File: config.mk
export PLATFORM = sky130hd
export DESIGN_NAME = dpf_ram
export DESIGN_NICKNAME = d
export VERILOG_FILES = /design/src/rtl/core/dpf_ram.sv
export SDC_FILE = /design/constraint.sdc
export NUM_CORES = 1
export LEC_CHECK = 0
export BUFFER_PORTS_ARGS = -buffer_cell sky130_fd_sc_hd__clkbuf_2
export CORE_MARGIN = 5
export CORE_UTILIZATION = 50
export DETAILED_ROUTE_END_ITERATION = 8
export PLACE_DENSITY = 0.68
export SYNTH_ARGS = -nofsm -noshare
export SYNTH_HDL_FRONTEND = slang
export SYNTH_SLANG_ARGS = --single-unit
File: constraint.sdc
create_clock -name clk_i -period 1.81 [get_ports clk_i]
set_clock_uncertainty 0.05 [all_clocks]
set_input_delay 0.181 -clock clk_i [delete_from_list [all_inputs] [get_ports clk_i]]
set_output_delay 0.181 -clock clk_i [all_outputs]
set_load 0.03 [all_outputs]
File: src/rtl/core/dpf_ram.sv
// Generic simple dual-port RAM: one write port, one registered read port.
// No package dependency.
module dpf_ram #(
  parameter int Width = 4,
  parameter int Depth = 160,
  localparam int AddrW = $clog2(Depth)
) (
  input  logic             clk_i,
  input  logic             we_i,
  input  logic [AddrW-1:0] waddr_i,
  input  logic [Width-1:0] wdata_i,
  input  logic [AddrW-1:0] raddr_i,
  output logic [Width-1:0] rdata_o
);

  logic [Width-1:0] mem_q [Depth];
  logic [Width-1:0] rdata_q;

  // write port and registered read
  always_ff @(posedge clk_i) begin
    if (we_i) begin
      mem_q[waddr_i] <= wdata_i;
    end
    rdata_q <= mem_q[raddr_i];
  end

  assign rdata_o = rdata_q;

endmodule

# Word-level counts from Yosys, hierarchy flattened
# Memory sizes are Yosys's and may differ from the RTL's. A register that Yosys moved wholly into a read port is not among the register bits.
# Index checks and enable logic that the tools add are counted.
word_totals:
  ff_bits: 0
  ramBits: 640
  inputBits: 22
  output_inout_bits: 4
  n_memories: 1
mem_list:
  columns: ["name", "words", "width", "read_ports", "rd_ports_with_merged_regs", "wr", "line_no", "text"]
  rows:
  - ["mem_q", 160, 4, 1, 1, 1, "16", "logic [Width-1:0] mem_q [Depth];"]
classes:
  muxes: 2
op_table:
  columns: ["cell", "count"]
  rows:
  - ["1-bit two-way mux", 2]

# Depth between registers and ports, before layout
depth:
  ltp_word: 2
  mapped_depth: 12
  mapped_depth_nobuf: 6

# Worst setup path before layout
# No wires, ideal clock.
synth_timing:
  path_kind: "in2reg"
  start: "input port raddr_i[0]"
  end: "register rdata_q[2], in the netlist rdata_o[2], read port of mem_q"
  setup_time_ns: 0.141
  arrival_time_ns: 1.793
  path_slack_ns: -0.173
  cell_stages: 7
  path_buffers: 3
  cell_sequence: "buf_6 buf_12 buf_12 mux4_1 mux4_2 a32oi_1 a221oi_1"
synth_lines:
  columns: ["item", "line_no", "text"]
  rows:
  - ["start, declared", "12", "input logic [AddrW-1:0] raddr_i,"]
  - ["end, declared", "17", "logic [Width-1:0] rdata_q;"]

==> run metrics <==
status finished with violations; violated checks setup timing; Peak Freq 0.486 GHz; number of global-route vias before repair 15000; CP delay by family, top compound AO/OA/AOI/OAI gates; Tcrit/Tclk final 1.14; placed insts 2342; IO Pins 26; area added between synthesis and finish 17.1%; post-synthesis register bit count 644; YS warnings 0; Max FO, Critical Path 1; Routed WL 65100 um; commonest non-fill, non-tap cell in the layout edfxtp_1; type of origin of the critical path register; clock slew at reported path FFs 0.06 ns; root buf cell clkbuf_16; asr flop ratio synth 0; htree depth 2; Initial Util 0.505; FF-to-FF path depth 6; WP data required 2.26 ns; worst setup margin -0.246 ns; RSZ-0062 raised after global routing true; Net count, final 1744; Syn Nets 1517; endpoints failing hold 0; Worst Path Arrival 2.51 ns; EDFF count, synth 640; Num CTS Buffers 61; PortBufs 25; Max-Cap Viols 0; DRT iter0 DRCs 1902; Final Setup Violations 4; area leader, netlist edfxtp_1; WL met3 5780 um; Leak 10.5 nW; most frequent cells in the layout edfxtp_1 (640), buf_4 (201), nor2_1 (177); largest net degree at the start of global routing 75; Slew headroom 0.605; crit path capture type register; Slew Limit Fails 0; largest cells by area after synthesis edfxtp_1 (72%), mux2i_1 (5.2%), mux4_2 (4.3%), mux4_1 (4.1%), nor2_1 (2.5%); GRT Util Overall 0.228; highest routing layer actually used met5; synthesized area 0.0265 mm^2; crit path launch mem_q[43][0]; Placement Cell Area 0.0288 mm^2; Top FF cell, synth edfxtp_1; Crit Path Class register to register; initial antenna violation count 4; FF-to-FF Start mem_q[43][0]; DR vias 14900; share of layout cells above drive strength 1 0.251; peak supply drop 0.729 mV; total gr overflow 0; wire length on met1 26700 um; Slew @ Worst Pin 0.593 ns; final worst path period need 2.06 ns; worst slack, placed -0.717 ns; final cell count without fillers 2464; worst hold margin 0.0423 ns; row cnt 84; Core ar. 0.0526 mm^2; Cells after Synth 1495; Finished Cell Area 0.0311 mm^2; Worst-Skew Late Latency 0.63 ns; min-delay src raddr_i[6]; Critical-path top delay cell mux4_2; Power Density 1030 mW/mm^2; WL met2 30600 um; Placer Congestion 0.918; critical-path cell list mux4_2, and2_4, a211oi_2, o211ai_1, a221oi_2, a2111oi_2; number of clock sinks 644; Syn Area/Cell 17.8 um^2; DRC 0; CP bufs+invs 0; CTS tree done; area share of the largest cell type after synthesis 0.724; Clock Tree Buf Depth 3; Die X 240 um; setup slack, reg-to-reg -0.25 ns; Pre-antenna DRT Iters 6; overall power 31.9 mW; hold depth 3; delay of the slowest critical-path stage 0.51 ns; first-pass GRT wire length 97400 um; Yosys cell types 46; r2r endpoint rdata_o[0]; Die Ht 240 um; WL/cell 26.4 um; sequential-to-total area share from yosys stat 0.727; die area 0.0578 mm^2; Final ANT Viol Nets 0; Hold/Removal Path Class input port to register; vias per inst 6.05; worst hold endpoint rdata_o[3]; hpwl dp 44000 um
==> repair_timing <==
item,4_1_cts,5_1_grt
cloned,0,0
pin swaps,8,6
setup endpoints to repair,4,4
setup buffers,0,0
gates resized for setup,12,6
endpoints found under the hold margin,81,0
hold buffers,5,0
==> tightest hold or removal path, delay by kind of cell <==
family,cells,cell delay (ns)
compound gates,1,0.22
buf+inv,1,0.15
simple gates,1,0.11
==> layer usage <==
metal,vias to the layer above,global-route usage
met5,-,0
met4,4,0.0650
met3,134,0.0505
met2,745,0.356
met1,7590,0.329
li1,6444,-
==> layout make-up <==
cell class / count / area (um^2)
antenna: 2 / 5.00
clock buffer: 69 / 1600
clock inverter: 46 / 536
fill: 3864 / 21500
inverter: 3 / 11.3
multi-input combinational: 754 / 6450
sequential: 644 / 19300
tap: 688 / 861
timing repair buffer: 258 / 2310
==> report_power, final <==
part	total (mW)	internal [mW]	switching [mW]
clock	13.5	8.04	5.44
combinational	1.95	0.787	1.16
sequential	16.5	16.4	0.0263
total	31.9	25.3	6.63
==> metrics by stage <==
step,utilization,TNS [ns]
after floorplan,-,-0.359
after global placement,0.549,-2.50
after detailed placement,0.549,-2.72
after CTS,0.591,-0.648
after global routing,0.591,-0.838
final,0.591,-0.622
==> worst max-delay path by stage <==
| stage | slack (ns) | endpoint | cells past startpoint |
|---|---|---|---|
| after detailed placement | -0.72 | rdata_o[0] | 9 |
| after global routing | -0.29 | rdata_o[0] | 6 |
| final | -0.25 | rdata_o[0] | 6 |
| after global placement | -0.64 | rdata_o[0] | 9 |
| after floorplan | -0.12 | rdata_o[3] | 7 |
| after CTS | -0.25 | rdata_o[0] | 6 |
==> synthesized netlist by cell type, types with 3 or more instances <==
| master | count |
|---|---|
| nand4_1 | 12 |
| a21oi_1 | 62 |
| nand2b_1 | 9 |
| buf_6 | 6 |
| dfxtp_1 | 4 |
| a31oi_1 | 12 |
| mux4_2 | 51 |
| or2b_2 | 3 |
| a211oi_1 | 14 |
| o211ai_1 | 6 |
| nand2_1 | 69 |
| a22oi_1 | 52 |
| buf_4 | 3 |
| nand3_1 | 28 |
| buf_12 | 19 |
| mux2i_1 | 138 |
| mux2_2 | 10 |
| a221oi_1 | 6 |
| a32oi_1 | 6 |
| a211o_1 | 3 |
| o311ai_0 | 4 |
| clkbuf_8 | 6 |
| buf_1 | 5 |
| nor2b_1 | 16 |
| buf_2 | 22 |
| mux4_1 | 41 |
| nor2_1 | 177 |
| inv_1 | 3 |
| edfxtp_1 | 640 |
| and2_1 | 5 |
| o22ai_1 | 4 |
| clkbuf_1 | 30 |
| a311oi_1 | 6 |
==> cell families (layout without fill, tap and decap cells) <==
group                  Yosys count  after routing  share of synthesized area
DFF                            644            644                      0.727
and+or+nand+nor                330            330                     0.0542
muxes                          240            240                      0.140
AOI/OAI and AO/OA              184            184                     0.0472
buffers and inverters           97            376                     0.0315
other                            0              2                          0
==> registers in the layout (all words and copies together), names as in the netlist <==
register  flops
mem_q       640
rdata_o       4
Power figures use the tool's default switching activity.
