===== src/rtl/core/dpf_pkg.sv =====
// Shared constants and types for the decimal power formatter.
// Depends on nothing; imported by the top level and the digit MAC.
package dpf_pkg;

  // BCD digit
  localparam int DigitW = 4;
  typedef logic [DigitW-1:0] digit_t;

  // Default sizing, handed to the top level parameters
  localparam int DefDigitStore  = 160;
  localparam int DefBaseDigits  = 6;
  localparam int DefMaxExponent = 25;

  // Port field widths
  localparam int BaseW  = 20;
  localparam int FracW  = 3;
  localparam int ExpW   = 5;
  localparam int ChunkW = 64;
  localparam int CountW = 4;

  // Text chunking
  localparam int ChunkChars = 8;
  localparam int CharIdxW   = $clog2(ChunkChars);
  localparam int MaxChunks  = 19;
  localparam int MaxChars   = MaxChunks * ChunkChars;

  // Divide by ten through a reciprocal: 20-bit operands
  localparam logic [BaseW-1:0] Div10Mul = 20'd838861;
  localparam int               Div10Shift = 23;

  // Divide by ten for sums below one hundred
  localparam logic [7:0] SmallDiv10Mul = 8'd205;
  localparam int         SmallDiv10Shift = 11;

  // ASCII codes
  localparam logic [7:0] AsciiZero = 8'h30;
  localparam logic [7:0] AsciiDot  = 8'h2E;

endpackage


===== src/rtl/core/dpf_digit_mac.sv =====
// BCD digit multiply-accumulate: acc + mult * digit + carry, split into
// sum digit and carry digit. Depends on dpf_pkg.
module dpf_digit_mac (
  input  dpf_pkg::digit_t acc_i,
  input  dpf_pkg::digit_t mult_i,
  input  dpf_pkg::digit_t digit_i,
  input  dpf_pkg::digit_t carry_i,
  output dpf_pkg::digit_t sum_o,
  output dpf_pkg::digit_t carry_o
);
  import dpf_pkg::*;

  // sum is at most 9 + 81 + 9 = 99
  localparam int SumW = 7;
  localparam int ProdW = SumW + 8;

  logic [SumW-1:0]  sum_full;
  logic [ProdW-1:0] recip;
  digit_t           quot;

  assign sum_full = SumW'(acc_i) + SumW'(mult_i) * SumW'(digit_i) + SumW'(carry_i);

  // divide by ten through the reciprocal, then take the remainder
  assign recip   = ProdW'(sum_full) * ProdW'(SmallDiv10Mul);
  assign quot    = DigitW'(recip >> SmallDiv10Shift);
  assign carry_o = quot;
  assign sum_o   = DigitW'(sum_full - SumW'({quot, 3'b000}) - SumW'({quot, 1'b0}));

endmodule


===== config.mk =====
export PLATFORM = sky130hd
export DESIGN_NAME = dpf_digit_mac
export DESIGN_NICKNAME = d
export VERILOG_FILES = /design/src/rtl/core/dpf_pkg.sv /design/src/rtl/core/dpf_digit_mac.sv
export SDC_FILE = /design/constraint.sdc
export NUM_CORES = 1
export LEC_CHECK = 0
export BUFFER_PORTS_ARGS = -buffer_cell sky130_fd_sc_hd__buf_2
export CORE_MARGIN = 1.5
export CORE_UTILIZATION = 66
export DETAILED_ROUTE_END_ITERATION = 7
export PLACE_DENSITY = 0.89
export SLEW_MARGIN = 20
export SYNTH_ARGS = -nofsm -noshare
export SYNTH_HDL_FRONTEND = slang
export SYNTH_SLANG_ARGS = --single-unit

===== constraint.sdc =====
create_clock -name vclk -period 13.9
set_clock_uncertainty 0.15 [all_clocks]
set_input_delay 0.695 -clock vclk [all_inputs]
set_output_delay 0.695 -clock vclk [all_outputs]
set_load 0.01 [all_outputs]

# --- After elaboration in Yosys (flattened, before gate mapping) ---
# Index checks and enable logic that the tools add are counted.
word_totals:
  out_inout_bits: 8
  wordCells: 6
  register_bits: 0
classes:
  multipliers: 2
  n_addsub: 4
op_table:
  columns: ["operator", "n"]
  rows:
  - ["$mul 7x8->15 const B", 1]
  - ["$sub 4x4->4", 2]
  - ["$add 4x7->7", 1]
  - ["$add 7x4->7", 1]
  - ["$mul 4x4->7", 1]

# --- Logic depth before layout (Yosys ltp) ---
logic_depth:
  word_depth: 6
  mapped_depth: 31

# --- Least setup slack after synthesis ---
# Ideal clock, no wire load.
synth_path:
  path_kind: "in2out"
  start: "input digit_i[3]"
  end: "output sum_o[3]"
  path_stages: 25
  setup_slack_ns: 6.229
  t_arrival_ns: 6.826
  path_buffers: 0
  cell_sequence: "nand2_1 > fa_1 > fa_1 > fa_1 > inv_1 > ha_1 > a21o_1 > a21oi_1 > xnor2_1 > ha_1 > inv_1 > fa_1 > inv_1 > ha_1 > inv_1 > fa_1 > inv_1 > ha_1 > a21o_1 > a2111oi_4 > a21oi_1 > xor2_1 > ha_1 > a211oi_1 > xnor2_1"
synth_via:
  word_cells_on_any_way: 6
  cone_classes: "4 x add/sub; 2 x mul"
synth_lines:
  columns: ["item", "line_no", "source"]
  rows:
  - ["start: declaration", "dpf_digit_mac.sv:6", "input dpf_pkg::digit_t digit_i,"]
  - ["$mul 4x4->7", "dpf_digit_mac.sv:21", "assign sum_full = SumW'(acc_i) + SumW'(mult_i) * SumW'(digit_i) + SumW'(carry_i);"]
  - ["$add 4x7->7", "dpf_digit_mac.sv:21", null]
  - ["$add 7x4->7", "dpf_digit_mac.sv:21", null]
  - ["$mul 7x8->15", "dpf_digit_mac.sv:24", "assign recip = ProdW'(sum_full) * ProdW'(SmallDiv10Mul);"]
  - ["via carry_o[1]", "dpf_digit_mac.sv:9", "output dpf_pkg::digit_t carry_o"]
  - ["$sub 4x4->4", "dpf_digit_mac.sv:27", "assign sum_o = DigitW'(sum_full - SumW'({quot, 3'b000}) - SumW'({quot, 1'b0}));"]
  - ["end: declaration", "dpf_digit_mac.sv:8", "output dpf_pkg::digit_t sum_o,"]
# The timed path passes the listed nets, and every way through them passes these cells.

# --- Worst setup path in the final report ---
layout_path:
  start: "input digit_i[3]"
  end: "output sum_o[3]"
layout_via:
  elab_chain_cells: 6
layout_rtl:
  columns: ["item", "line_no"]
  rows:
  - ["$mul 4x4->7 *", "dpf_digit_mac.sv:21"]
  - ["$add 4x7->7 *", "dpf_digit_mac.sv:21"]
  - ["$add 7x4->7 *", "dpf_digit_mac.sv:21"]
  - ["$mul 7x8->15", "dpf_digit_mac.sv:24"]
  - ["$sub 4x4->4", "dpf_digit_mac.sv:27"]
  - ["$sub 4x4->4 *", "dpf_digit_mac.sv:27"]
# Every way passes the cells marked *; elsewhere a longest branch is shown, timed or not.

==> impl_metrics.py <==
metrics = {
    "run_status": {
        "status": "finished clean",
    },
    "grt": {
        "gr-max-usage-layer": "met2",
        "antenna_found_initial": 0,
        "grt-ovfl-total": 0,
        "grt_pass1_vias": 1333,
        "grt_pass1_wl_mm": 5.271,
        "grt_max_degree": 7,
        "grt_use_total_pct": 25.76,
        "grtUsageMet3_pct": 1.437,
        "grtUsageMet2_pct": 48.31,
        "use_met1_pct": 31.68,
    },
    "final_layout": {
        "final_cell_mix": "inv_1, ha_1, buf_2",
        "clockBufferCount": 0,
        "n_antenna_cell": 0,
        "multi_input_area_um2": 1376,
        "nFillCells": 151,
        "areaGrowthSynthToFinish_pct": 9.849,
        "drive_gt1_share_pct": 13.43,
        "stdcell_count": 229,
        "seq_cells": 0,
        "ff_latch_area_um2": 0,
        "final_common_cell": "inv_1",
        "final_core_util_pct": 77.48,
        "nNetsFinal": 285,
    },
    "drt": {
        "wl_per_cell_um": 12.90,
        "finalWirelength_mm": 2.955,
        "dr.first_iter.drc_count": 10,
        "ant_nets": 0,
        "drc": 0,
        "vias": 1232,
        "viasPerCell": 5.380,
        "dr.pass1.iters": 4,
    },
    "worst_setup_path": {
        "critPathKind": "in2out",
        "max_stage_delay_ns": 0.60,
        "crit_path_end_kind": "output port",
        "start_kind": "input port",
        "slowest_stage": "fa_1",
        "critPathRequiredTime_ns": 13.06,
        "crit_arrival_ns": 7.30,
        "path_max_fanout": 4,
    },
    "synthesis": {
        "synth.yosys.seq_area_share_pct": 0,
        "synth_area_per_cell_um2": 8.900,
        "synthCells": 177,
        "synth_nets": 259,
        "yosys_warnings": 0,
        "synthDistinctLibCells": 24,
        "syn_area_um2": 1575,
    },
    "flow_run": {
        "maxCapViolCount": 0,
    },
    "sta": {
        "min_period_ns": 8.147,
        "rsz0062_at_grt": "no",
        "setup_violations": 0,
        "setup_ws_ns": 5.753,
        "maxSlewHeadroom_pct": 70.56,
        "worstMarginPinSlew_ns": 0.4384,
        "period_share_pct": 58.61,
        "fmax_mhz": 122.7,
        "hold_viol_final": 0,
        "fin_setup_tns_ns": 0,
        "finalMaxSlewViolations": 0,
    },
    "floorplan": {
        "die_area_um2": 2689,
        "die_y_um": 51.86,
        "die_w_um": 51.86,
        "core.rowCount": 17,
        "io_pins": 24,
        "initial_core_util_pct": 70.53,
        "coreArea_um2": 2233,
    },
    "placement": {
        "portBuffers": 24,
        "dp_slack_ns": 5.780,
        "dp_hpwl_mm": 2.773,
        "post-place-cells": 229,
        "gp_congestion": 0.8943,
    },
    "clocking": {
        "ctsHoldBuffers": 0,
        "postCtsSetupBuffers": 0,
        "cts_resized": 0,
    },
    "hold_path": {
        "hold_path.class": "in2out",
    },
}
worst max-delay path: cells and delay by family:
| kind | cells | cell delay, ns |
|---|---|---|
| adders and majority gates | 10 | 3.98 |
| AOI/OAI and AO/OA | 5 | 1.12 |
| xor gates and xnor gates | 5 | 0.88 |
| buffers and inverters | 7 | 0.53 |
| and+or+nand+nor | 1 | 0.09 |
cells by family after synthesis:
family	synth area share [%]
xor gates and xnor gates	7.228
buffers and inverters	12.63
AOI/OAI and AO/OA	9.055
adders and majority gates	61.48
and+or+nand+nor	9.610
layer usage:
layer	part of all wire (%)	wire [µm]
met5	0	0
met4	1.8	52
met3	2.2	64
met2	51	1518
met1	45	1320
Yosys cell counts:
| cell type | instances | share of area [%] |
|---|---|---|
| nor2_1 | 4 | 0.95 |
| a21oi_1 | 5 | 1.6 |
| fa_1 | 19 | 24 |
| nor3_1 | 1 | 0.32 |
| a2111oi_4 | 1 | 1.7 |
| nand4_2 | 1 | 0.79 |
| nand2b_1 | 1 | 0.40 |
| nand3b_1 | 1 | 0.48 |
| o21a_1 | 2 | 0.95 |
| a211o_2 | 1 | 0.64 |
| nand3_1 | 1 | 0.32 |
| o21ai_0 | 1 | 0.32 |
| xor2_1 | 2 | 1.1 |
| xnor2_1 | 11 | 6.1 |
| inv_1 | 53 | 13 |
| a211o_1 | 1 | 0.56 |
| and2_1 | 9 | 3.6 |
| a31oi_1 | 1 | 0.40 |
| nand4b_1 | 2 | 1.1 |
| a21boi_1 | 1 | 0.48 |
| nand2_1 | 7 | 1.7 |
| ha_1 | 47 | 37 |
| a211oi_1 | 1 | 0.48 |
| a21o_1 | 4 | 1.9 |
final timing paths:
check	cells after the start	endpoint	from
worst max-delay path	28	sum_o[3]	digit_i[3]
worst min-delay path	5	sum_o[0]	carry_i[0]
area by class of cell:
type | count | share of cell area, %
Multi-Input combinational cell | 124 | 79.54
Tap cell | 28 | 2.025
Timing Repair Buffer | 24 | 6.941
Inverter | 53 | 11.50
through the flow:
stage | hold slack [ns] | instance area, µm²
floorplan | 1.636 | 1575
global placement | 1.903 | 1730
detailed placement | 1.911 | 1730
CTS | 1.911 | 1730
global route | 1.959 | 1730
finish | 1.902 | 1730
Power is not shown: default switching activity piles up to over one toggle a cycle in this logic, so the estimate is an artifact.
